==> src/hdl/assert_macros.svh <==
// Assertion macros shared by the syncpoint interrupt router RTL.
// Standalone header; no dependencies. Empty bodies when SYNTHESIS is defined.
`ifndef ASSERT_MACROS_SVH
`define ASSERT_MACROS_SVH
`ifndef SYNTHESIS
// Same-cycle implication, disabled during reset.
`define SIR_ASSERT_SAME(label, clk, rst, ante, cons) \
  label: assert property (@(posedge clk) disable iff (rst) (ante) |-> (cons)) \
    else $error("assertion failed: same-cycle implication");
// Next-cycle implication, disabled during reset.
`define SIR_ASSERT_NEXT(label, clk, rst, ante, cons) \
  label: assert property (@(posedge clk) disable iff (rst) (ante) |=> (cons)) \
    else $error("assertion failed: next-cycle implication");
`else
`define SIR_ASSERT_SAME(label, clk, rst, ante, cons)
`define SIR_ASSERT_NEXT(label, clk, rst, ante, cons)
`endif
`endif

==> src/hdl/sir_pkg.sv <==
// Package for the syncpoint interrupt router: operation codes, constants
// and the bit interleaving helpers. No dependencies.
package sir_pkg;

  localparam int SYNCPOINT_COUNT_DEF = 32;
  localparam int SUMMARY_SHIFT       = 30;
  localparam int HALF_BITS           = 16;

  typedef enum logic [2:0] {
    KIND_RD_SUMMARY = 3'd0,
    KIND_RD_STATUS  = 3'd1,
    KIND_RD_ROUTE   = 3'd2,
    KIND_ENABLE     = 3'd3,
    KIND_SET_ROUTE  = 3'd4,
    KIND_CLR_ROUTE  = 3'd5,
    KIND_RAISE      = 3'd6,
    KIND_CLR_STATUS = 3'd7
  } kind_t;

  // Interleave two 16-bit halves: CPU bit j to bit 2j, coprocessor bit j to 2j+1.
  function automatic logic [31:0] interleave(input logic [HALF_BITS-1:0] cpu_half,
                                             input logic [HALF_BITS-1:0] cop_half);
    logic [31:0] r;
    r = '0;
    for (int j = 0; j < HALF_BITS; j++) begin
      r[2*j]   = cpu_half[j];
      r[2*j+1] = cop_half[j];
    end
    return r;
  endfunction

  // Even bits of a word, packed down to 16 bits.
  function automatic logic [HALF_BITS-1:0] even_bits(input logic [31:0] w);
    logic [HALF_BITS-1:0] r;
    for (int j = 0; j < HALF_BITS; j++) begin
      r[j] = w[2*j];
    end
    return r;
  endfunction

  // Odd bits of a word, packed down to 16 bits.
  function automatic logic [HALF_BITS-1:0] odd_bits(input logic [31:0] w);
    logic [HALF_BITS-1:0] r;
    for (int j = 0; j < HALF_BITS; j++) begin
      r[j] = w[2*j+1];
    end
    return r;
  endfunction

endpackage

==> src/hdl/syncpoint_irq_router_unit.sv <==
// Syncpoint interrupt router, top level: input register, one pass of update
// logic over the route/status words, result register. Uses sir_pkg and
// assert_macros.svh.
//
//   channel | direction | handshake             | payload
//   --------+-----------+-----------------------+---------------------------------------
//   item in | in        | start high, busy low  | kind, target_cpu, word_index, bit_mask,
//           |           |                       | syncpoint_id, crossed_bits
//   result  | out       | done for one cycle    | read_data, cpu_line, cop_line,
//           |           |                       | index_error
//
// Every accepted item gives exactly one result: the input register is loaded
// first, then the word state is updated and the result register is loaded. A new
// item may be accepted at every edge while busy is low; the state is written at
// the same edge that a following item enters the input register, so back-to-back
// items always see each other's updates.
// Reset is synchronous and active high; it clears the summary, route and
// status words. busy is high during reset and until the first edge after it, and
// low otherwise. The receiver cannot stall: done is a single-cycle strobe.
`include "assert_macros.svh"

module syncpoint_irq_router_unit #(
  parameter int SYNCPOINT_COUNT = sir_pkg::SYNCPOINT_COUNT_DEF
) (
  input  logic        clk,
  input  logic        rst,
  input  logic        start,
  output logic        busy,
  input  logic [2:0]  kind,
  input  logic        target_cpu,
  input  logic [3:0]  word_index,
  input  logic [31:0] bit_mask,
  input  logic [7:0]  syncpoint_id,
  input  logic [31:0] crossed_bits,
  output logic        done,
  output logic [31:0] read_data,
  output logic        cpu_line,
  output logic        cop_line,
  output logic        index_error
);
  import sir_pkg::*;

  // Number of 32-syncpoint words, and the address width into them.
  localparam int WORDS   = (SYNCPOINT_COUNT + 31) / 32;
  localparam int AW      = (WORDS > 1) ? $clog2(WORDS) : 1;
  localparam int REM     = SYNCPOINT_COUNT % 32;
  // Existing syncpoints of the last word; all other words are full.
  localparam logic [31:0] LAST_MASK = (REM == 0) ? 32'hFFFF_FFFF
                                                 : ((32'd1 << REM) - 32'd1);

  // Input register.
  logic        q_valid;
  kind_t       q_kind;
  logic        q_cpu;
  logic [3:0]  q_idx;
  logic [31:0] q_mask;
  logic [7:0]  q_sid;
  logic [31:0] q_crossed;

  // Word state.
  logic [1:0]  summary;
  logic [31:0] route_words  [2][WORDS];
  logic [31:0] status_words [2][WORDS];

  // Update logic.
  logic [3:0]  word_sel;
  logic [AW-1:0] addr;
  logic        err;
  logic [31:0] route_cur [2];
  logic [31:0] stat_cur  [2];
  logic [31:0] route_next [2];
  logic [31:0] stat_next  [2];
  logic [1:0]  summary_next;
  logic [31:0] rd_next;
  logic [31:0] raise_bits;
  logic [31:0] existing;
  logic [31:0] hit [2];
  logic [15:0] half_word;
  logic [31:0] keep;
  logic [31:0] clr;
  logic [31:0] cleared;

  // The input fields are taken whenever an item is accepted.
  always_ff @(posedge clk) begin
    if (rst) begin
      q_valid <= 1'b0;
      busy    <= 1'b1;
    end else begin
      q_valid <= start && !busy;
      busy    <= 1'b0;
    end
    if (start && !busy) begin
      q_kind    <= kind_t'(kind);
      q_cpu     <= target_cpu;
      q_idx     <= word_index;
      q_mask    <= bit_mask;
      q_sid     <= syncpoint_id;
      q_crossed <= crossed_bits;
    end
  end

  always_comb begin
    // Word selected by the item: halves address word idx/2, a raise addresses
    // the word that holds the syncpoint, every other kind the word index.
    case (q_kind)
      KIND_RD_ROUTE, KIND_SET_ROUTE: word_sel = {1'b0, q_idx[3:1]};
      KIND_RAISE:                    word_sel = {1'b0, q_sid[7:5]};
      default:                       word_sel = q_idx;
    endcase
    addr = word_sel[AW-1:0];

    // Range check per kind. The summary read never fails.
    case (q_kind)
      KIND_RD_SUMMARY:               err = 1'b0;
      KIND_RD_ROUTE, KIND_SET_ROUTE: err = ({1'b0, q_idx} >= 5'(2 * WORDS));
      KIND_RAISE:                    err = ({1'b0, q_sid} >= 9'(SYNCPOINT_COUNT));
      default:                       err = ({1'b0, q_idx} >= 5'(WORDS));
    endcase

    for (int c = 0; c < 2; c++) begin
      route_cur[c] = route_words[c][addr];
      stat_cur[c]  = status_words[c][addr];
    end

    existing = (32'(addr) == 32'(WORDS - 1)) ? LAST_MASK : 32'hFFFF_FFFF;
    half_word = q_idx[0] ? route_cur[0][31:16] : route_cur[0][15:0];

    route_next   = route_cur;
    stat_next    = stat_cur;
    summary_next = summary;
    rd_next      = '0;
    raise_bits   = '0;
    keep         = '0;
    clr          = '0;
    cleared      = '0;

    case (q_kind)
      KIND_RD_SUMMARY: begin
        rd_next = 32'(summary) << SUMMARY_SHIFT;
      end
      KIND_RD_STATUS: begin
        rd_next = stat_cur[q_cpu];
      end
      KIND_RD_ROUTE: begin
        rd_next = interleave(half_word,
                             q_idx[0] ? route_cur[1][31:16] : route_cur[1][15:0]);
      end
      KIND_ENABLE: begin
        route_next[q_cpu]  = route_cur[q_cpu] | q_mask;
        route_next[!q_cpu] = route_cur[!q_cpu] & ~q_mask;
        raise_bits         = q_mask & q_crossed & existing;
      end
      KIND_SET_ROUTE: begin
        if (q_idx[0]) begin
          route_next[0] = route_cur[0] | {even_bits(q_mask), 16'b0};
          route_next[1] = route_cur[1] | {odd_bits(q_mask), 16'b0};
        end else begin
          route_next[0] = route_cur[0] | {16'b0, even_bits(q_mask)};
          route_next[1] = route_cur[1] | {16'b0, odd_bits(q_mask)};
        end
      end
      KIND_CLR_ROUTE: begin
        route_next[0] = route_cur[0] & ~q_mask;
        route_next[1] = route_cur[1] & ~q_mask;
      end
      KIND_RAISE: begin
        raise_bits = 32'd1 << q_sid[4:0];
      end
      KIND_CLR_STATUS: begin
        // Routed bits that have not crossed yet survive the clear.
        keep    = route_cur[q_cpu] & ~q_crossed;
        clr     = q_mask & ~keep;
        cleared = stat_cur[q_cpu] & ~clr;
        stat_next[q_cpu] = cleared;
        if (cleared == 32'd0) begin
          summary_next[q_cpu] = 1'b0;
        end
      end
      default: begin
        rd_next = '0;
      end
    endcase

    // Raising works on the routes as they stand after this item.
    for (int c = 0; c < 2; c++) begin
      hit[c] = route_next[c] & raise_bits;
      if (hit[c] != 32'd0) begin
        stat_next[c]    = stat_next[c] | hit[c];
        summary_next[c] = 1'b1;
      end
    end

    // An out-of-range item changes nothing and reads as zero.
    if (err) begin
      route_next   = route_cur;
      stat_next    = stat_cur;
      summary_next = summary;
      rd_next      = '0;
    end
  end

  always_ff @(posedge clk) begin
    if (rst) begin
      summary <= '0;
      done    <= 1'b0;
      for (int c = 0; c < 2; c++) begin
        for (int w = 0; w < WORDS; w++) begin
          route_words[c][w]  <= '0;
          status_words[c][w] <= '0;
        end
      end
    end else begin
      done <= q_valid;
      if (q_valid && !err) begin
        summary <= summary_next;
        for (int c = 0; c < 2; c++) begin
          route_words[c][addr]  <= route_next[c];
          status_words[c][addr] <= stat_next[c];
        end
      end
    end
    if (q_valid) begin
      read_data   <= rd_next;
      cpu_line    <= summary_next[0];
      cop_line    <= summary_next[1];
      index_error <= err;
    end
  end

  // An accepted item reaches the input register and then the result strobe.
  `SIR_ASSERT_NEXT(a_accept_loads, clk, rst, start && !busy, q_valid)
  `SIR_ASSERT_NEXT(a_one_result, clk, rst, q_valid, done)
  // The lines reported with a result match the summary that was stored.
  `SIR_ASSERT_SAME(a_lines_match, clk, rst, done, cpu_line == summary[0] && cop_line == summary[1])
  // A rejected item reads as zero.
  `SIR_ASSERT_SAME(a_err_zero, clk, rst, done && index_error, read_data == 32'd0)

endmodule
==> config.mk <==
export PLATFORM = sky130hd
export DESIGN_NAME = syncpoint_irq_router_unit
export DESIGN_NICKNAME = d
export VERILOG_FILES = /design/src/hdl/sir_pkg.sv /design/src/hdl/syncpoint_irq_router_unit.sv
export VERILOG_INCLUDE_DIRS = /design/src /design/src/hdl
export SDC_FILE = /design/constraint.sdc
export NUM_CORES = 1
export LEC_CHECK = 0
export BUFFER_PORTS_ARGS = -buffer_cell sky130_fd_sc_hd__buf_2
export CAP_MARGIN = 20
export CORE_ASPECT_RATIO = 0.75
export CORE_MARGIN = 2
export CORE_UTILIZATION = 35
export CTS_BUF_LIST = sky130_fd_sc_hd__clkbuf_16
export CTS_CLUSTER_SIZE = 12
export DETAILED_ROUTE_END_ITERATION = 6
export PLACE_DENSITY_LB_ADDON = 0.05
export SYNTH_ARGS = -nofsm -noshare
export SYNTH_HDL_FRONTEND = slang
export SYNTH_SLANG_ARGS = --single-unit
==> constraint.sdc <==
create_clock -name clk -period 7.1 [get_ports clk]
set_input_delay 0.355 -clock clk [delete_from_list [all_inputs] [get_ports clk]]
set_output_delay 0.355 -clock clk [all_outputs]
set_load 0.05 [all_outputs]
Yosys cells after proc, flatten, opt, wreduce, memory -nomap -nowiden:

Memories as Yosys holds them, arrays and structs flattened.
Index checks and enable logic that the tools add are counted.

* $lt $le $gt $ge: 11
* eq/ne operators: 7
* shift operators: 1
* muxes and demuxes: 50
* bitwise gates (word level): 28
* reductions and logical operators: 14

Operators with widths (count)
* $mux 32: 21
* $and 32x32->32: 9
* $mux 64: 4
* $bwmux 64: 3
* $pmux 64 s3: 1
* $or 32x32->32: 5
* $not 32->32: 4
* $pmux 32 s3: 1
* $demux 32 s1: 2
* $or 32x16->32: 2
* $pmux 32 s2: 1
* $reduce_bool 32->1: 2
* $logic_not 32->1: 1
* $mux 16: 2
* $shl 1x5->32 const A: 1
* $eq 3x3->1 const B: 4
* $mux 1: 9
* $ge 8x6->1 const B: 1
* $eq 3x2->1 const B: 2
* $logic_and 1x1->1: 6
* $mux 2: 3
* $ge 2x2->1 const B: 2
* $ge 4x1->1 const B: 1
* $ge 4x2->1 const B: 1
* 15 further kinds: 23

* register bits: 120
* bits in writable memories: 128
* input bits: 83
* output and inout bits: 37
* logic and storage cells: 127
* memories kept: 2

Memory list
* route_words: words 2, bits a word 32, rd ports 2, clocked after memory_dff 0, write ports 2, line syncpoint_irq_router_unit.sv:62 `logic [31:0] route_words [2][WORDS];`
* status_words: words 2, bits a word 32, rd ports 2, clocked after memory_dff 0, write ports 2, line syncpoint_irq_router_unit.sv:63 `logic [31:0] status_words [2][WORDS];`

Logic depth before layout (Yosys ltp):

* depth after elaboration: 19
* mapped depth: 12
* depth with buffers taken out: 7

Worst setup path after synthesis:

No wires, ideal clock.

* path kind: reg2reg
* from: register q_valid
* to: memory route_words[0][0] (netlist bit), enable pin
* library setup time: 510 ps
* arrival: 4980 ps
* required time: 6590 ps
* setup slack: 1610 ps
* stages on the path, launching flop included: 8
* buffers on the path: 2
* period minus slack after synthesis: 5490 ps
* cells stage by stage: dfxtp_1 -> inv_1 -> nor2_1 -> nand2_1 -> or3_1 -> buf_2 -> buf_2 -> nand2b_1

RTL lines
* start: declaration: line syncpoint_irq_router_unit.sv:52 `logic q_valid;`
* start signal: assignment: line syncpoint_irq_router_unit.sv:89 `q_valid <= start && !busy;`
* end: declaration: line syncpoint_irq_router_unit.sv:62

Worst setup path after layout:

* from: register q_kind[1]
* to: register cop_line (data pin)

* word-level cells in the longest chain between the ends: 6
* elaborated cells on any way between the ends: 16
* those cells by class: eq/ne (6); mux (6); bitwise (1); reduce/logical (3)

RTL lines
* start: declaration: line syncpoint_irq_router_unit.sv:53 `kind_t q_kind;`
* start signal: assignment: line syncpoint_irq_router_unit.sv:93 `q_kind <= kind_t'(kind);`
* $eq 3x3->1, or another cell as far along: line syncpoint_irq_router_unit.sv:137 `case (q_kind)`
* $pmux 64 s3 or $pmux 32 s2 (tied branches): line syncpoint_irq_router_unit.sv:137
* $and 32x32->32: line syncpoint_irq_router_unit.sv:186 `hit[c] = route_next[c] & raise_bits;`
* $reduce_bool 32->1: line syncpoint_irq_router_unit.sv:187 `if (hit[c] != 32'd0) begin`
* $mux 1: line syncpoint_irq_router_unit.sv:187
* $mux 2 (*): line syncpoint_irq_router_unit.sv:194 `if (err) begin`
* via summary_next[1]: line syncpoint_irq_router_unit.sv:73 `logic [1:0] summary_next;`
* end signal: assignment: line syncpoint_irq_router_unit.sv:225 `cop_line <= summary_next[1];`
* end: declaration: line syncpoint_irq_router_unit.sv:38 `output logic cop_line,`

The timed path passes the listed nets; every way through them passes the cells marked *.
A chain may end at the register's enable or synchronous reset.

==> results.md <==
- The post-synthesis net count is between 1000 and 1500.
- The number of warnings reported in the yosys synthesis log is 0.
- For the pin with the worst max-slew slack, the measured transition is roughly 1100 ps.
- The worst-case IR drop observed on VDD is roughly 170 uV.
- Of the total power, registers draw about half.
- Buffers inserted to repair hold after CTS numbered 81.
- For this run, the leading register cell type out of synthesis is sky130_fd_sc_hd__edfxtp_1.
- After detailed routing, the average wire length per cell comes to around 29 um.
- The max-slew violation count is 0.
- The worst reg2reg path depth is 9.
- The instance area after placement is around 0.015 mm2.
- The internal power of the cells is approximately 2700 uW.
- The via count of the first global-routing pass is 11900.
- At the end of the flow, the number of nets in the layout was ~1600.
- Setup repair after global routing left no endpoint under its margin.
- 120 I/O pins were placed.
- For this run, design rule violations remaining after detail routing come to 0.
- Of the total power, the share spent switching nets is 26.4%.
- Summing over every cut layer, the via total after detailed routing is 12600.
- The number of instances in the synthesized netlist is approximately 1400.
- Once layout is complete, the cells apart from fillers number slightly above 2000.
- CTS built an H-tree with a depth of 1.
- In this run the biggest area consumer among cell types represents between 50% and 60% of the synthesized area.
- The horizontal extent of the die is between 200 and 250 um.
- After floorplanning, the core was sized to cover approximately 0.04 mm2.
- The initial antenna violation count is 3.
- Entering global routing, the biggest net connects between 80 and 90 pins.
- The post-CTS resize count is 0.
- The arrival time of the worst setup path is around 4800 ps.
- The path type of the worst setup path is reg -> reg.
- The async set-or-reset flop fraction in the synthesized netlist is 0%.
- The count of nets left with antenna violations after detail routing is 0.
- The count of flip-flops with a built-in enable after synthesis is ~240.
- Summed over all layers, the routed wires come to about 60 mm.
- The share of the Yosys chip area taken by registers is between 50% and 60%.
- The first global-routing pass estimated slightly below 90 mm of wire.
- Including well taps, the total number of placed cells is 1938.
- Wire segments on met2 add up to ~25 mm in the final route.
- In this run, CTS created clock tree buffers numbering 29.
- The number of rows in the core area is 64.
- The launch instance of the worst register-to-register path is q_kind[1].
- The final-layout setup total negative slack is 0 ps.
- For the finished layout, the period the worst path requires is 4500 ps.
- The register clock-pin slew on the reported worst setup and hold paths is approximately 60 ps.
- For this block, the initial DRC count from the detailed router was 1624.
- Compared with the post-synthesis result, the final layout area differs by 19.1%.
- Dividing the detail-routed via count by the number of cells gives approximately 6.
- In this run the post-CTS setup repair buffer count came out at 0.
- The net switching power of the design is between 900 and 1000 uW.
- The number of hold-slack violations in the final timing report is 0.
- The flow ran to the end, and the final reports show no timing, DRC or antenna violations.
- Hold is met by approximately 470 ps.
- The path with the worst hold slack has its endpoint at q_crossed[10].
- The count of filler cells inserted in the layout is slightly below 4000.
- In the global route stage, overall resource usage came out at 27.8%.
- For this run the aggregate overflow at the end of global routing stands at 0.
- The library cell used as clock root buffer is sky130_fd_sc_hd__clkbuf_16.
- The share of the cycle needed by the critical path after routing is between 60% and 70%.
- Of the total power, the clock network draws between 40 and 50%.
- The number of diodes is 0.
- The synthesized area divided by synthesized cell count is ~10 um2.
- STA classifies the critical path endpoint as a flip-flop.
- The startpoint type of the worst setup path is a flip-flop.
- The fmax is 222 MHz.
- Once the floorplan was initialized, standard cells occupied a little over a third of the core.
- The analysis attributes to cell leakage a power of approximately 0.006 uW.
- In this run the most critical hold path is launched from crossed_bits[10].
- The worst hold path belongs to the class in -> reg.
- The reported max-cap violation count is 0.
- Once detailed placement completed, the half-perimeter wirelength came to roughly 42 mm.
- The maximum clock skew at final layout is a little under 40 ps.
- The count of distinct cell types in the synthesized netlist is 74.
- For this block, wires on met1 add up to 27.4 mm.
- The power after layout is between 3000 and 4000 uW.
- Combinational logic is responsible for 11.0% of the overall power.
- Counting flops and latches in the post-synthesis netlist gives approximately 250.
- Counting instances, the worst hold path has a depth of 2.
- For this design, the sink count on the clock tree is about 250.
- The power per standard cell area is roughly 210 mW/mm2.
- The congestion estimate from routability-driven global placement came to 0.955.
- The number of endpoints failing setup at the final stage is 0.
- The area of all placed cells without fillers is about 0.017 mm2.
- Signal routing reaches up to met5.
- Data on the critical path is required at its endpoint by approximately 7400 ps.
- The total standard cell area after synthesis is roughly 0.014 mm2.
- The worst register-to-register path ends at cop_line.
- The share of layout cells above drive strength 1 is 14.7%.
- The number of buffers added on ports is between 100 and 150.
- Measured along the y axis, the die boundary spans 179 um.
- sky130_fd_sc_hd__edfxtp_1 takes more of the synthesized area than any other cell.
- The first detailed-routing pass took 6 iterations.
- The clock reaches the later pin of the worst-skew pair after 590 ps.
- The clock tree from TritonCTS is built.
- The longest clock path from root to sink contains 3 buffers.
- Detailed routing placed a total of roughly 6.9 mm of wire on met3.
- Of all nets on the critical path, the largest fanout is 52.
- Yosys attributes the largest share of cell area to sky130_fd_sc_hd__edfxtp_1, sky130_fd_sc_hd__mux2i_1, sky130_fd_sc_hd__o21ai_0.
- In this run the tightest slew margin relative to its limit is 28.1%.
- The worst-case register-to-register setup slack is ~2600 ps.
- The area of the die is ~0.043 mm2.
## Yosys cell counts, types with 8 or more instances
cell	number
sky130_fd_sc_hd__inv_1	26
sky130_fd_sc_hd__o211ai_1	8
sky130_fd_sc_hd__nand4_1	11
sky130_fd_sc_hd__a31oi_1	10
sky130_fd_sc_hd__buf_6	8
sky130_fd_sc_hd__a221o_1	15
sky130_fd_sc_hd__buf_2	34
sky130_fd_sc_hd__mux2_2	17
sky130_fd_sc_hd__nor2b_1	66
sky130_fd_sc_hd__a21oi_1	114
sky130_fd_sc_hd__o22ai_1	19
sky130_fd_sc_hd__edfxtp_1	243
sky130_fd_sc_hd__o221ai_1	19
sky130_fd_sc_hd__nor2_1	15
sky130_fd_sc_hd__nand2_1	142
sky130_fd_sc_hd__a22oi_1	40
sky130_fd_sc_hd__a211oi_1	18
sky130_fd_sc_hd__and4b_1	8
sky130_fd_sc_hd__o21ai_0	154
sky130_fd_sc_hd__mux2i_1	83
sky130_fd_sc_hd__o21a_1	23
sky130_fd_sc_hd__clkbuf_1	55
sky130_fd_sc_hd__nand3_1	23
sky130_fd_sc_hd__nor3_1	9
sky130_fd_sc_hd__and2_1	57
sky130_fd_sc_hd__nand2b_1	38
## per-stage QoR
step | setup slack (ps) | utilization, %
finish | 2600 | 42.1
global route | 2520 | 42.1
CTS | 2750 | 42.0
detailed placement | 2770 | 37.8
global placement | 2790 | 37.8
floorplan | 1610 | -
## layer usage
layer  GRT usage, %  vias up
li1               -     5542
met1           41.8     6162
met2           39.4      749
met3           7.46      105
met4           6.87        2
met5              0        -
## critical path, cell delays in order (launching register included)
cell and delay, ps:
sky130_fd_sc_hd__edfxtp_1 320, sky130_fd_sc_hd__buf_4 510, sky130_fd_sc_hd__xnor2_1 470, sky130_fd_sc_hd__buf_4 340, sky130_fd_sc_hd__o21ai_0 240, sky130_fd_sc_hd__a21boi_0 200
sky130_fd_sc_hd__a2111oi_0 900, sky130_fd_sc_hd__nand4_1 250, sky130_fd_sc_hd__nor4_1 850, sky130_fd_sc_hd__o21bai_1 110
## power by group through the flow
stage	clock network, uW	logic [uW]	registers [uW]
6_report	1480	396	1740
5_1_grt	1570	417	1740
4_1_cts	1510	385	1730
3_5_place_dp	0	350	1760
3_3_place_gp	0	350	1760
2_1_floorplan	0	204	1750
## layout by cell type, fill, tap and decap left out, types with 5 or more instances in the layout
master,instances
sky130_fd_sc_hd__buf_4,28
sky130_fd_sc_hd__nand3_1,22
sky130_fd_sc_hd__a22oi_1,40
sky130_fd_sc_hd__mux2_2,17
sky130_fd_sc_hd__nand2b_1,37
sky130_fd_sc_hd__nand4b_1,6
sky130_fd_sc_hd__o22ai_1,19
sky130_fd_sc_hd__nor2_1,15
sky130_fd_sc_hd__nand4_1,11
sky130_fd_sc_hd__o211ai_1,8
sky130_fd_sc_hd__a2bb2oi_1,6
sky130_fd_sc_hd__a211oi_1,18
sky130_fd_sc_hd__o31ai_1,6
sky130_fd_sc_hd__inv_1,36
sky130_fd_sc_hd__nand2_1,141
sky130_fd_sc_hd__and2_1,57
sky130_fd_sc_hd__a2111oi_0,5
sky130_fd_sc_hd__clkbuf_16,29
sky130_fd_sc_hd__o21ai_0,154
sky130_fd_sc_hd__and4b_1,7
sky130_fd_sc_hd__o2bb2ai_1,6
sky130_fd_sc_hd__nor2b_1,65
sky130_fd_sc_hd__a221o_1,15
sky130_fd_sc_hd__a21oi_1,114
sky130_fd_sc_hd__dlygate4sd3_1,81
sky130_fd_sc_hd__mux2i_1,83
sky130_fd_sc_hd__clkinv_2,6
sky130_fd_sc_hd__edfxtp_1,243
sky130_fd_sc_hd__buf_2,119
sky130_fd_sc_hd__nor3_1,8
sky130_fd_sc_hd__a31oi_1,10
sky130_fd_sc_hd__clkinv_1,5
sky130_fd_sc_hd__o21a_1,23
sky130_fd_sc_hd__o221ai_1,19
## worst max-delay path by stage
stage,start,endpoint,slack (ps),cells past startpoint
6_report,q_kind[1],cop_line,2600,9
5_1_grt,q_kind[1],cop_line,2520,9
4_1_cts,q_kind[0],status_words[0][8],2750,7
3_5_place_dp,q_kind[0],route_words[0][40],2770,7
3_3_place_gp,q_kind[0],route_words[0][36],2790,7
2_1_floorplan,q_valid,route_words[0][0],1610,7
## cell families (layout without fill, tap and decap cells)
group | Yosys count | after routing | synth area share, %
AOI/OAI and AO/OA | 481 | 481 | 21.2
and+or+nand+nor | 403 | 403 | 15.3
DFF | 248 | 248 | 51.5
buffers and inverters | 137 | 312 | 4.70
muxes | 100 | 100 | 7.12
xor gates and xnor gates | 2 | 2 | 0.122
adders and majority gates | 1 | 1 | 0.0697
## registers in the layout, indices dropped and copies added, names as in the netlist, 2 cells and up
register,count
q_crossed,32
q_idx,4
q_kind,3
q_mask,32
q_sid,8
read_data,32
route_words,64
status_words,64
summary,2
## cell type report
cell class | count | area [um2] | share of cell area, %
Sequential cell | 248 | 7400 | 43.3
Clock buffer | 29 | 726 | 4.24
Tap cell | 528 | 661 | 3.86
Clock inverter | 25 | 189 | 1.10
Timing Repair Buffer | 231 | 1670 | 9.78
Multi-Input combinational cell | 987 | 6350 | 37.2
Inverter | 27 | 101 | 0.593
No activity file was read; power rests on OpenSTA's default activity.
